==> config.mk <==
export PLATFORM = sky130hd
export DESIGN_NAME = neuron_forward_backprop
export DESIGN_NICKNAME = d
export VERILOG_FILES = /design/src/rtl/nfb_pkg.sv /design/src/rtl/neuron_forward_backprop.sv /design/src/rtl/nfb_front.sv /design/src/rtl/nfb_back.sv
export SDC_FILE = /design/constraint.sdc
export NUM_CORES = 2
export LEC_CHECK = 0
export ABC_AREA = 1
export BUFFER_PORTS_ARGS = -buffer_cell sky130_fd_sc_hd__buf_2
export CAP_MARGIN = 15
export CELL_PAD_IN_SITES_DETAIL_PLACEMENT = 0
export CELL_PAD_IN_SITES_GLOBAL_PLACEMENT = 1
export CORE_MARGIN = 4
export CORE_UTILIZATION = 51
export DETAILED_ROUTE_END_ITERATION = 10
export HOLD_SLACK_MARGIN = 0.12
export PLACE_DENSITY = 0.8
export SLEW_MARGIN = 10
export SYNTH_ARGS = -nofsm -noshare
export SYNTH_HDL_FRONTEND = slang
export SYNTH_SLANG_ARGS = --single-unit
==> constraint.sdc <==
create_clock -name clk -period 10.1 [get_ports clk]
set_input_delay 2.02 -clock clk [delete_from_list [all_inputs] [get_ports clk]]
set_output_delay 2.02 -clock clk [all_outputs]
set_load 0.005 [all_outputs]
==> src/rtl/nfb_pkg.sv <==
package nfb_pkg;

  localparam int MAX_INPUTS      = 64;
  localparam int ACT_TABLE_DEPTH = 256;
  localparam int WADDR_W         = (MAX_INPUTS > 1) ? $clog2(MAX_INPUTS) : 1;
  localparam int ACT_IDX_W       = $clog2(ACT_TABLE_DEPTH);

  // item queue between front and back
  localparam int FQ_DEPTH = 4;
  localparam int FQ_PTR_W = $clog2(FQ_DEPTH);
  localparam int FQ_CNT_W = $clog2(FQ_DEPTH + 1);

  localparam logic [2:0] OP_FWD  = 3'd0;
  localparam logic [2:0] OP_OUTG = 3'd1;
  localparam logic [2:0] OP_HID  = 3'd2;
  localparam logic [2:0] OP_WUPD = 3'd3;
  localparam logic [2:0] OP_BUPD = 3'd4;
  localparam logic [2:0] OP_LDW  = 3'd5;
  localparam logic [2:0] OP_LDB  = 3'd6;

  localparam logic [1:0] MODE_SIGMOID = 2'd0;
  localparam logic [1:0] MODE_RELU    = 2'd1;
  localparam logic [1:0] MODE_TANH    = 2'd2;

  localparam logic [1:0] CFG_RATE = 2'd0;
  localparam logic [1:0] CFG_MODE = 2'd1;
  localparam logic [1:0] CFG_OLM  = 2'd2;

  localparam logic [15:0] RATE_RESET = 16'd655;

  localparam longint unsigned Q30_ONE = 64'd1 << 30;
  localparam longint SUM_MAX = (64'sd1 <<< 39) - 64'sd1;
  localparam longint SUM_MIN = -(64'sd1 <<< 39);

  typedef struct packed {
    logic [2:0]          op;
    logic signed [15:0]  value;
    logic signed [15:0]  next_gradient;
    logic [WADDR_W-1:0]  idx;
    logic                inrange;
    logic                last;
  } item_t;

  typedef struct packed {
    logic [15:0] learning_rate;
    logic [1:0]  activation_mode;
    logic        output_layer_mode;
  } cfg_t;

  typedef struct packed {
    logic               clip;
    logic signed [15:0] val;
  } sat16_t;

  typedef logic signed [15:0] act_table_t [ACT_TABLE_DEPTH];

  function automatic sat16_t sat16(input logic signed [63:0] v);
    sat16_t r;
    r.clip = 1'b1;
    if (v > 64'sd32767) begin
      r.val = 16'sh7fff;
    end else if (v < -64'sd32768) begin
      r.val = 16'sh8000;
    end else begin
      r.clip = 1'b0;
      r.val  = v[15:0];
    end
    return r;
  endfunction

  function automatic logic signed [39:0] sat40(input logic signed [63:0] v);
    logic signed [63:0] r;
    r = v;
    if (v > SUM_MAX) r = SUM_MAX;
    else if (v < SUM_MIN) r = SUM_MIN;
    return r[39:0];
  endfunction

  // round half up, then floor
  function automatic logic signed [63:0] rnd_shr(input logic signed [63:0] v,
                                                  input int unsigned k);
    return (v + (64'sd1 <<< (k - 1))) >>> k;
  endfunction

  // e^(-t/4096) in Q30, elaboration only
  function automatic longint unsigned exp_neg(input longint unsigned t);
    longint unsigned u, u2, u3, u4, u5, r;
    u  = t << 12;
    u2 = (u * u) >> 30;
    u3 = (u2 * u) >> 30;
    u4 = (u3 * u) >> 30;
    u5 = (u4 * u) >> 30;
    r  = Q30_ONE + (u2 >> 1) + u4 / 24 - u - u3 / 6 - u5 / 120;
    for (int i = 0; i < 6; i++) r = (r * r + (Q30_ONE >> 1)) >> 30;
    return r;
  endfunction

  // restoring quotient search, elaboration only
  function automatic longint unsigned quot14(input longint unsigned num,
                                             input longint unsigned den);
    longint unsigned q, t;
    q = 0;
    for (int b = 13; b >= 0; b--) begin
      t = q | (64'd1 << b);
      if (t * den <= num) q = t;
    end
    return q;
  endfunction

  function automatic longint bin_centre(input int i);
    return -64'sd32768 + (longint'(2 * i + 1) * 64'sd65536) / (2 * ACT_TABLE_DEPTH);
  endfunction

  function automatic act_table_t build_sig();
    act_table_t tb;
    longint c;
    longint unsigned a, e, den, s;
    for (int i = 0; i < ACT_TABLE_DEPTH; i++) begin
      c   = bin_centre(i);
      a   = (c < 0) ? longint'(-c) : c;
      e   = exp_neg(a);
      den = Q30_ONE + e;
      s   = quot14((64'd4096 << 30) + (den >> 1), den);
      tb[i] = (c < 0) ? 16'(64'd4096 - s) : 16'(s);
    end
    return tb;
  endfunction

  function automatic act_table_t build_tanh();
    act_table_t tb;
    longint c;
    longint unsigned a, e, den, th;
    for (int i = 0; i < ACT_TABLE_DEPTH; i++) begin
      c   = bin_centre(i);
      a   = (c < 0) ? longint'(-c) : c;
      e   = exp_neg(2 * a);
      den = Q30_ONE + e;
      th  = quot14((Q30_ONE - e) * 64'd4096 + (den >> 1), den);
      tb[i] = (c < 0) ? 16'(64'd0 - th) : 16'(th);
    end
    return tb;
  endfunction

  localparam act_table_t SIG_TABLE  = build_sig();
  localparam act_table_t TANH_TABLE = build_tanh();

endpackage

==> src/rtl/neuron_forward_backprop.sv <==
// A forward result is emitted once the last forward word has passed the multiply,
// accumulate, z-sum and activation steps; an output-gradient word, or the last
// hidden word after its hidden sum, goes through the derivative and gradient steps.
// Queued words are taken one at a time; one shared 32x20 multiplier sequences each step.
// Reset clears the 4-word queue, sums, bias, output, delta and gradient;
// weights stay undefined until loaded.
module neuron_forward_backprop import nfb_pkg::*; (
  input  logic               clk,
  input  logic               rst,
  input  logic               cfg_write,
  input  logic [1:0]         cfg_index,
  input  logic [15:0]        cfg_data,
  input  logic               in_valid,
  output logic               in_ready,
  input  logic [2:0]         action,
  input  logic signed [15:0] value,
  input  logic signed [15:0] next_gradient,
  input  logic [5:0]         element_index,
  input  logic               last,
  output logic               out_valid,
  input  logic               out_ready,
  output logic signed [15:0] result_value,
  output logic               result_kind,
  output logic               saturated
);

  cfg_t  cfg;
  logic  q_valid, q_pop;
  item_t q_item;

  always_ff @(posedge clk) begin
    if (rst) begin
      cfg.learning_rate     <= RATE_RESET;
      cfg.activation_mode   <= MODE_SIGMOID;
      cfg.output_layer_mode <= 1'b0;
    end else if (cfg_write) begin
      unique case (cfg_index)
        CFG_RATE: cfg.learning_rate     <= cfg_data;
        CFG_MODE: cfg.activation_mode   <= cfg_data[1:0];
        CFG_OLM:  cfg.output_layer_mode <= cfg_data[0];
        default:  ;
      endcase
    end
  end

  nfb_front u_front (
    .clk           (clk),
    .rst           (rst),
    .in_valid      (in_valid),
    .in_ready      (in_ready),
    .action        (action),
    .value         (value),
    .next_gradient (next_gradient),
    .element_index (element_index),
    .last          (last),
    .q_pop         (q_pop),
    .q_valid       (q_valid),
    .q_item        (q_item)
  );

  nfb_back u_back (
    .clk          (clk),
    .rst          (rst),
    .cfg          (cfg),
    .q_valid      (q_valid),
    .q_item       (q_item),
    .q_pop        (q_pop),
    .out_valid    (out_valid),
    .out_ready    (out_ready),
    .result_value (result_value),
    .result_kind  (result_kind),
    .saturated    (saturated)
  );

endmodule

==> src/rtl/nfb_front.sv <==
module nfb_front import nfb_pkg::*; (
  input  logic               clk,
  input  logic               rst,
  input  logic               in_valid,
  output logic               in_ready,
  input  logic [2:0]         action,
  input  logic signed [15:0] value,
  input  logic signed [15:0] next_gradient,
  input  logic [5:0]         element_index,
  input  logic               last,
  input  logic               q_pop,
  output logic               q_valid,
  output item_t              q_item
);

  item_t               fifo [FQ_DEPTH];
  logic [FQ_PTR_W-1:0] wptr, rptr;
  logic [FQ_CNT_W-1:0] count;
  item_t               item;
  logic [15:0]         idx_ext;
  logic                push;

  always_comb begin
    idx_ext            = 16'(element_index);
    item.op            = action;
    item.value         = value;
    item.next_gradient = next_gradient;
    item.idx           = idx_ext[WADDR_W-1:0];
    item.inrange       = idx_ext < 16'(MAX_INPUTS);
    item.last          = last;
  end

  assign in_ready = count != FQ_CNT_W'(FQ_DEPTH);
  assign push     = in_valid && in_ready;
  assign q_valid  = count != '0;
  assign q_item   = fifo[rptr];

  always_ff @(posedge clk) begin
    if (push) fifo[wptr] <= item;
  end

  always_ff @(posedge clk) begin
    if (rst) begin
      wptr  <= '0;
      rptr  <= '0;
      count <= '0;
    end else begin
      if (push) wptr <= wptr + 1'b1;
      if (q_pop) rptr <= rptr + 1'b1;
      if (push && !q_pop) count <= count + 1'b1;
      else if (!push && q_pop) count <= count - 1'b1;
    end
  end

endmodule

==> src/rtl/nfb_back.sv <==
module nfb_back import nfb_pkg::*; (
  input  logic               clk,
  input  logic               rst,
  input  cfg_t               cfg,
  input  logic               q_valid,
  input  item_t              q_item,
  output logic               q_pop,
  output logic               out_valid,
  input  logic               out_ready,
  output logic signed [15:0] result_value,
  output logic               result_kind,
  output logic               saturated
);

  typedef enum logic [9:0] {
    S_IDLE  = 10'b0000000001,
    S_MUL   = 10'b0000000010,
    S_ACC   = 10'b0000000100,
    S_HSUM  = 10'b0000001000,
    S_DPROD = 10'b0000010000,
    S_DERIV = 10'b0000100000,
    S_GPROD = 10'b0001000000,
    S_GRAD  = 10'b0010000000,
    S_ZSUM  = 10'b0100000000,
    S_ACT   = 10'b1000000000
  } state_t;

  state_t state;
  item_t  cur;

  logic signed [15:0] wmem [MAX_INPUTS];
  logic signed [15:0] wrd;
  logic signed [51:0] prod;
  logic signed [39:0] sum;
  logic signed [15:0] bias, nout, edelta, egrad, gx, zval;
  logic signed [19:0] deriv;
  logic               clip;

  logic signed [31:0] mul_a;
  logic signed [19:0] mul_b;
  logic signed [51:0] mul_p;
  logic signed [17:0] one_minus;
  logic signed [15:0] err;

  logic signed [39:0] sum_add, z_pre;
  logic signed [63:0] bias_d, w_d, d_sig, d_tanh;
  sat16_t             bias_new, w_new, z_sat, h_sat, g_sat, delta_sat;
  logic [15:0]        z_off;
  logic [31:0]        tix_full;
  logic [31:0]        tix;
  logic [ACT_IDX_W-1:0] tsel;
  logic signed [15:0] act_val;
  logic               can_emit, emit;
  logic               wr_en;
  logic signed [15:0] wr_data;
  logic [15:0]        rate_ext;

  assign q_pop    = (state == S_IDLE) && q_valid;
  assign can_emit = !out_valid || out_ready;
  assign emit     = ((state == S_GRAD) || (state == S_ACT)) && can_emit;
  assign err      = cfg.output_layer_mode ? edelta : egrad;
  assign one_minus = 18'sd4096 - 18'(nout);
  assign rate_ext = cfg.learning_rate;

  // single shared multiplier
  always_comb begin
    mul_a = '0;
    mul_b = '0;
    unique case (state)
      S_MUL: begin
        case (cur.op)
          OP_FWD:  begin mul_a = 32'(cur.value); mul_b = 20'(wrd); end
          OP_HID:  begin mul_a = 32'(cur.value); mul_b = 20'(cur.next_gradient); end
          OP_WUPD: begin mul_a = 32'(cur.value); mul_b = 20'(err); end
          OP_BUPD: begin mul_a = 32'(egrad); mul_b = {4'b0, rate_ext}; end
          default: ;
        endcase
      end
      S_ACC: begin
        mul_a = prod[31:0];
        mul_b = {4'b0, rate_ext};
      end
      S_DPROD: begin
        mul_a = 32'(nout);
        mul_b = (cfg.activation_mode == MODE_TANH) ? 20'(nout) : 20'(one_minus);
      end
      S_GPROD: begin
        mul_a = 32'(gx);
        mul_b = deriv;
      end
      default: ;
    endcase
  end

  assign mul_p = mul_a * mul_b;

  always_comb begin
    sum_add   = sat40(64'(sum) + 64'(prod));
    bias_d    = rnd_shr(64'(prod), 16);
    bias_new  = sat16(64'(bias) + bias_d);
    w_d       = rnd_shr(64'(prod), 28);
    w_new     = sat16(64'(wrd) + w_d);
    z_pre     = sat40(64'(sum) + (64'(bias) <<< 12));
    z_sat     = sat16(rnd_shr(64'(z_pre), 12));
    h_sat     = sat16(rnd_shr(64'(sum), 12));
    g_sat     = sat16(rnd_shr(64'(prod), 12));
    delta_sat = sat16(64'(cur.value) - 64'(nout));
    d_sig     = rnd_shr(64'(prod), 12);
    d_tanh    = rnd_shr(64'sd16777216 - 64'(prod), 12);
  end

  // table index: ((z + 32768) * depth) >> 16, held inside the table
  always_comb begin
    z_off    = {~zval[15], zval[14:0]};
    tix_full = 32'(z_off) * 32'(ACT_TABLE_DEPTH);
    tix      = tix_full >> 16;
    if (tix >= 32'(ACT_TABLE_DEPTH)) tix = 32'(ACT_TABLE_DEPTH - 1);
    tsel = tix[ACT_IDX_W-1:0];
    unique case (cfg.activation_mode)
      MODE_SIGMOID: act_val = SIG_TABLE[tsel];
      MODE_RELU:    act_val = (zval > 16'sd0) ? zval : 16'sd0;
      MODE_TANH:    act_val = TANH_TABLE[tsel];
      default:      act_val = 16'sd0;
    endcase
  end

  // loads write in the multiply step, weight updates on their way out of S_ZSUM
  always_comb begin
    wr_en   = ((state == S_MUL) && (cur.op == OP_LDW) && cur.inrange) ||
              ((state == S_ZSUM) && (cur.op == OP_WUPD));
    wr_data = (state == S_MUL) ? cur.value : w_new.val;
  end

  always_ff @(posedge clk) begin
    if (wr_en) wmem[cur.idx] <= wr_data;
    if (q_pop) wrd <= wmem[q_item.idx];
  end

  always_ff @(posedge clk) begin
    if (q_pop) cur <= q_item;
  end

  always_ff @(posedge clk) begin
    if (rst) begin
      state  <= S_IDLE;
      sum    <= '0;
      bias   <= '0;
      nout   <= '0;
      edelta <= '0;
      egrad  <= '0;
    end else begin
      unique case (state)
        S_IDLE: begin
          if (q_valid) begin
            state <= S_MUL;
            clip  <= 1'b0;
          end
        end
        S_MUL: begin
          prod  <= mul_p;
          state <= S_IDLE;
          case (cur.op)
            OP_FWD, OP_HID, OP_BUPD: state <= S_ACC;
            OP_WUPD: if (cur.inrange) state <= S_ACC;
            OP_OUTG: begin
              edelta <= delta_sat.val;
              gx     <= delta_sat.val;
              clip   <= delta_sat.clip;
              state  <= S_DPROD;
            end
            OP_LDB:  bias <= cur.value;
            default: ;
          endcase
        end
        S_ACC: begin
          state <= S_IDLE;
          case (cur.op)
            OP_FWD: begin
              if (cur.inrange) sum <= sum_add;
              if (cur.last) state <= S_ZSUM;
            end
            OP_HID: begin
              sum <= sum_add;
              if (cur.last) state <= S_HSUM;
            end
            OP_WUPD: begin
              prod  <= mul_p;
              state <= S_ZSUM;
            end
            OP_BUPD: bias <= bias_new.val;
            default: ;
          endcase
        end
        S_HSUM: begin
          gx    <= h_sat.val;
          clip  <= h_sat.clip;
          sum   <= '0;
          state <= S_DPROD;
        end
        S_DPROD: begin
          prod  <= mul_p;
          state <= S_DERIV;
        end
        S_DERIV: begin
          unique case (cfg.activation_mode)
            MODE_SIGMOID: deriv <= d_sig[19:0];
            MODE_RELU:    deriv <= (nout > 16'sd0) ? 20'sd4096 : 20'sd0;
            MODE_TANH:    deriv <= d_tanh[19:0];
            default:      deriv <= 20'sd0;
          endcase
          state <= S_GPROD;
        end
        S_GPROD: begin
          prod  <= mul_p;
          state <= S_GRAD;
        end
        S_GRAD: begin
          if (can_emit) begin
            egrad <= g_sat.val;
            state <= S_IDLE;
          end
        end
        S_ZSUM: begin
          // weight updates pass through here to write back the stored word
          if (cur.op == OP_WUPD) begin
            state <= S_IDLE;
          end else begin
            zval  <= z_sat.val;
            clip  <= z_sat.clip;
            sum   <= '0;
            state <= S_ACT;
          end
        end
        S_ACT: begin
          if (can_emit) begin
            nout  <= act_val;
            state <= S_IDLE;
          end
        end
        default: state <= S_IDLE;
      endcase
    end
  end

  always_ff @(posedge clk) begin
    if (emit) begin
      if (state == S_ACT) begin
        result_value <= act_val;
        result_kind  <= 1'b0;
        saturated    <= clip;
      end else begin
        result_value <= g_sat.val;
        result_kind  <= 1'b1;
        saturated    <= clip | g_sat.clip;
      end
    end
  end

  always_ff @(posedge clk) begin
    if (rst) out_valid <= 1'b0;
    else if (emit) out_valid <= 1'b1;
    else if (out_ready) out_valid <= 1'b0;
  end

endmodule
==> impl_results.md <==
* Status: finished, final reports clean
* Ys async rst share at 0
* Core Footprint at 195000 µm²
* Vias at 81000
* Min cycle time layout at 9740 ps
* Skew final at 76.1 ps
* WS Path Type: flip-flop to flip-flop
* Maximum clock path buffer count at 3
* Final Core Density at 0.564
* Peak VDD IR at 0.396 mV
* Row cnt at 162
* Finish-stage setup viols at 0
* Buf/Inv on CP at 14
* Worst path slowest cell: fa_1
* CP Data Arrival Time at 10310 ps
* HP Class: flip-flop to flip-flop
* Hpwl dp at 261000 µm
* CTS tree: yes
* Layout cells sized above 1 at 0.0680
* Final WS setup at 362 ps
* H-tree depth at 4
* Multi-input logic area at 48800 µm²
* Synth Flop Type: edfxtp_1
* Synthesized area per cell at 9.19 µm²
* Starting Density at 0.515
* Power Dens Cells at 226 nW/µm²
* Post-Synth XOR/XNOR Area at 0.0258
* Post-synthesis register bit count at 1516
* Worst skew pair latency at 850 ps
* Io pins at 85
* Largest net degree at the start of global routing at 196
* Via density at 5.89
* Synthesized cell area at 101000 µm²
* Clock sink total at 1516
* Cells after Synth at 10900
* Fillers at 17500
* Routability cong. at 1.04
* Worst path most repeated cell: inv_1
* Nets at 12000
* Synth cell types at 77
* Hold buffers post-CTS at 0
* Hold Path Cell Cnt at 2
* Setup TNS at 0 ps
* Total GRT Usage at 0.342
* Grt total ovfl at 0
* Mapped Nets at 12000
* Setup WS pre-CTS at -20.9 ps
* Instance count on the critical path at 37
* Initial antenna violation count at 7
* Multiplexer share of the synthesized area at 0.000212
* Delay-heaviest family, CP: adder cells
* Unrepaired setup endpoints after global routing: no
* Adder-cell share of the synthesized area at 0.169
* Die W at 452 µm
* Sequential fraction of the synthesis area at 0.439
* Reg2reg path depth at 37
* Register Area at 44100 µm²
* Cts bufs inserted at 161
* Most frequent cells in the layout: 1709 x nor2_1, 1667 x nand2_1, 1596 x inv_1
* Clk slew on worst S/H paths at 70 ps
* Largest family of logic cells by synthesized area: adder cells
* Critical Path End Type: flip-flop
* First drt pass iteration count at 8
* Worst-path fanout max at 17
* Slew Viols, Final at 0
* Most common cell after layout, fill and taps aside: nor2_1
* Fmax at 103 MHz
* Pleak at 46.0 nW
* Min Hold Slack at 484 ps
* Final worst path period share at 0.964
* Synth Area in Simple Gates at 0.166
* Worst-margin pin slew at 1080 ps
* Number of DRC markers in iteration 0 at 8540
* Post-synth EDFFs at 1373
* IO buf count at 84
* CTS root buf: clkbuf_16
* Design Area, Final at 110000 µm²
* Vias in the first global route at 79600
* CP startpoint kind: flip-flop
* Yosys warns at 0
* Worst path required time at 10670 ps
* Post-synthesis compound-gate area fraction at 0.121
* Final wirelength at 352000 µm
* Die ar. at 204000 µm²
* Relative slew margins at 0.278
* Area growth, synth to finish at 9.66%
* Fin. Hold Viols at 0
* WL/cell at 25.6 µm
* Global-route wire length before repair at 520000 µm
* Slowest stage delay, CP at 550 ps
* Drt drc at 0
* Max-cap viol count at 0
* Die H at 452 µm
* Placed inst area at 105000 µm²
* ANT nets after route at 0
-- area by class of cell --
class,count,share of cell area
Multi-Input combinational cell,7311,0.442
Sequential cell,1516,0.400
Inverter,1634,0.0559
Clock buffer,205,0.0383
Tap cell,2624,0.0298
Timing Repair Buffer,360,0.0236
Clock inverter,88,0.00996
Antenna cell,2,0.0000454
-- worst paths after layout --
kind	start	end	slack, ps
hold / removal	u_front.rptr[1]	u_front.rptr[1]	480
hold reg to reg	u_front.rptr[1]	u_front.rptr[1]	480
setup / recovery	u_back.nout[0]	u_back.prod[49]	360
setup reg to reg	u_back.nout[0]	u_back.prod[49]	360
-- synth_stat cells (42+ instances only) --
cell type,count,area [µm²]
o211ai_1,178,1340
nand2_1,1671,6270
ha_1,331,4140
nor2_1,1718,6450
nand4_1,61,382
inv_1,1600,6010
clkbuf_1,423,1590
xnor2_1,91,797
nor3_1,105,526
fa_1,642,12900
o21ai_1,42,210
o21ai_0,629,3150
xor2_1,202,1770
o22ai_1,66,413
dfxtp_1,143,2860
a31oi_1,43,269
o311ai_0,135,1180
o32ai_1,144,1260
nand3_1,421,2110
edfxtp_1,1373,41200
a21oi_1,436,2180
-- flip-flops by register name, summed over array words and instances, names as in the netlist, 19 cells and up, named ones only --
signal	flops
u_back.sum	40
u_front.fifo	168
u_back.prod	52
u_back.cur	42
cfg	19
u_back.wmem	1024
u_back.deriv	20
-- worst reg2reg max path: cells and delay by family, from the launching register on --
family / cells / cell delay, ps
buf+inv: 14 / 1660
fa+ha+maj: 9 / 4330
simple gates: 8 / 1740
flops: 1 / 410
compound gates: 5 / 1190
xor+xnor: 1 / 190
-- per-stage QoR --
step,total power [mW],instances
CTS,24.8,13700
floorplan,15.0,10900
finish,24.9,13700
global route,25.9,13700
detailed placement,19.0,13400
global placement,18.8,13400
-- metal layers --
metal	global-route usage	vias up	wire, µm
li1	-	36600	-
met1	0.438	40100	137000
met2	0.570	3499	169000
met3	0.0430	796	23300
met4	0.182	2	22200
met5	0	-	13
-- power by group --
part | total [mW] | switching [mW] | internal [mW] | leakage [nW]
Combinational | 9.45 | 7.37 | 2.08 | 29.9
Sequential | 9.51 | 0.372 | 9.14 | 13.6
Clock | 5.89 | 2.59 | 3.30 | 2.53
Total | 24.9 | 10.3 | 14.5 | 46.0
-- logic make-up (layout without fill, tap and decap cells) --
logic type | Yosys count | after routing
and+or+nand+nor | 4109 | 4109
DFF | 1516 | 1516
xor gates and xnor gates | 294 | 294
buffers and inverters | 2111 | 2287
other | 0 | 2
muxes | 2 | 2
adders and majority gates | 973 | 973
AOI/OAI and AO/OA | 1933 | 1933
-- repair_timing --
| action | CTS | global route |
|---|---|---|
| endpoints found under the hold margin | 0 | 0 |
| setup buffers | 0 | 3 |
| endpoints found under the setup margin | 2 | 20 |
| gates cloned | 0 | 0 |
| gates resized for setup | 1 | 23 |
| pin swaps | 0 | 0 |
Note: power is estimated with default switching activity, not from simulation.
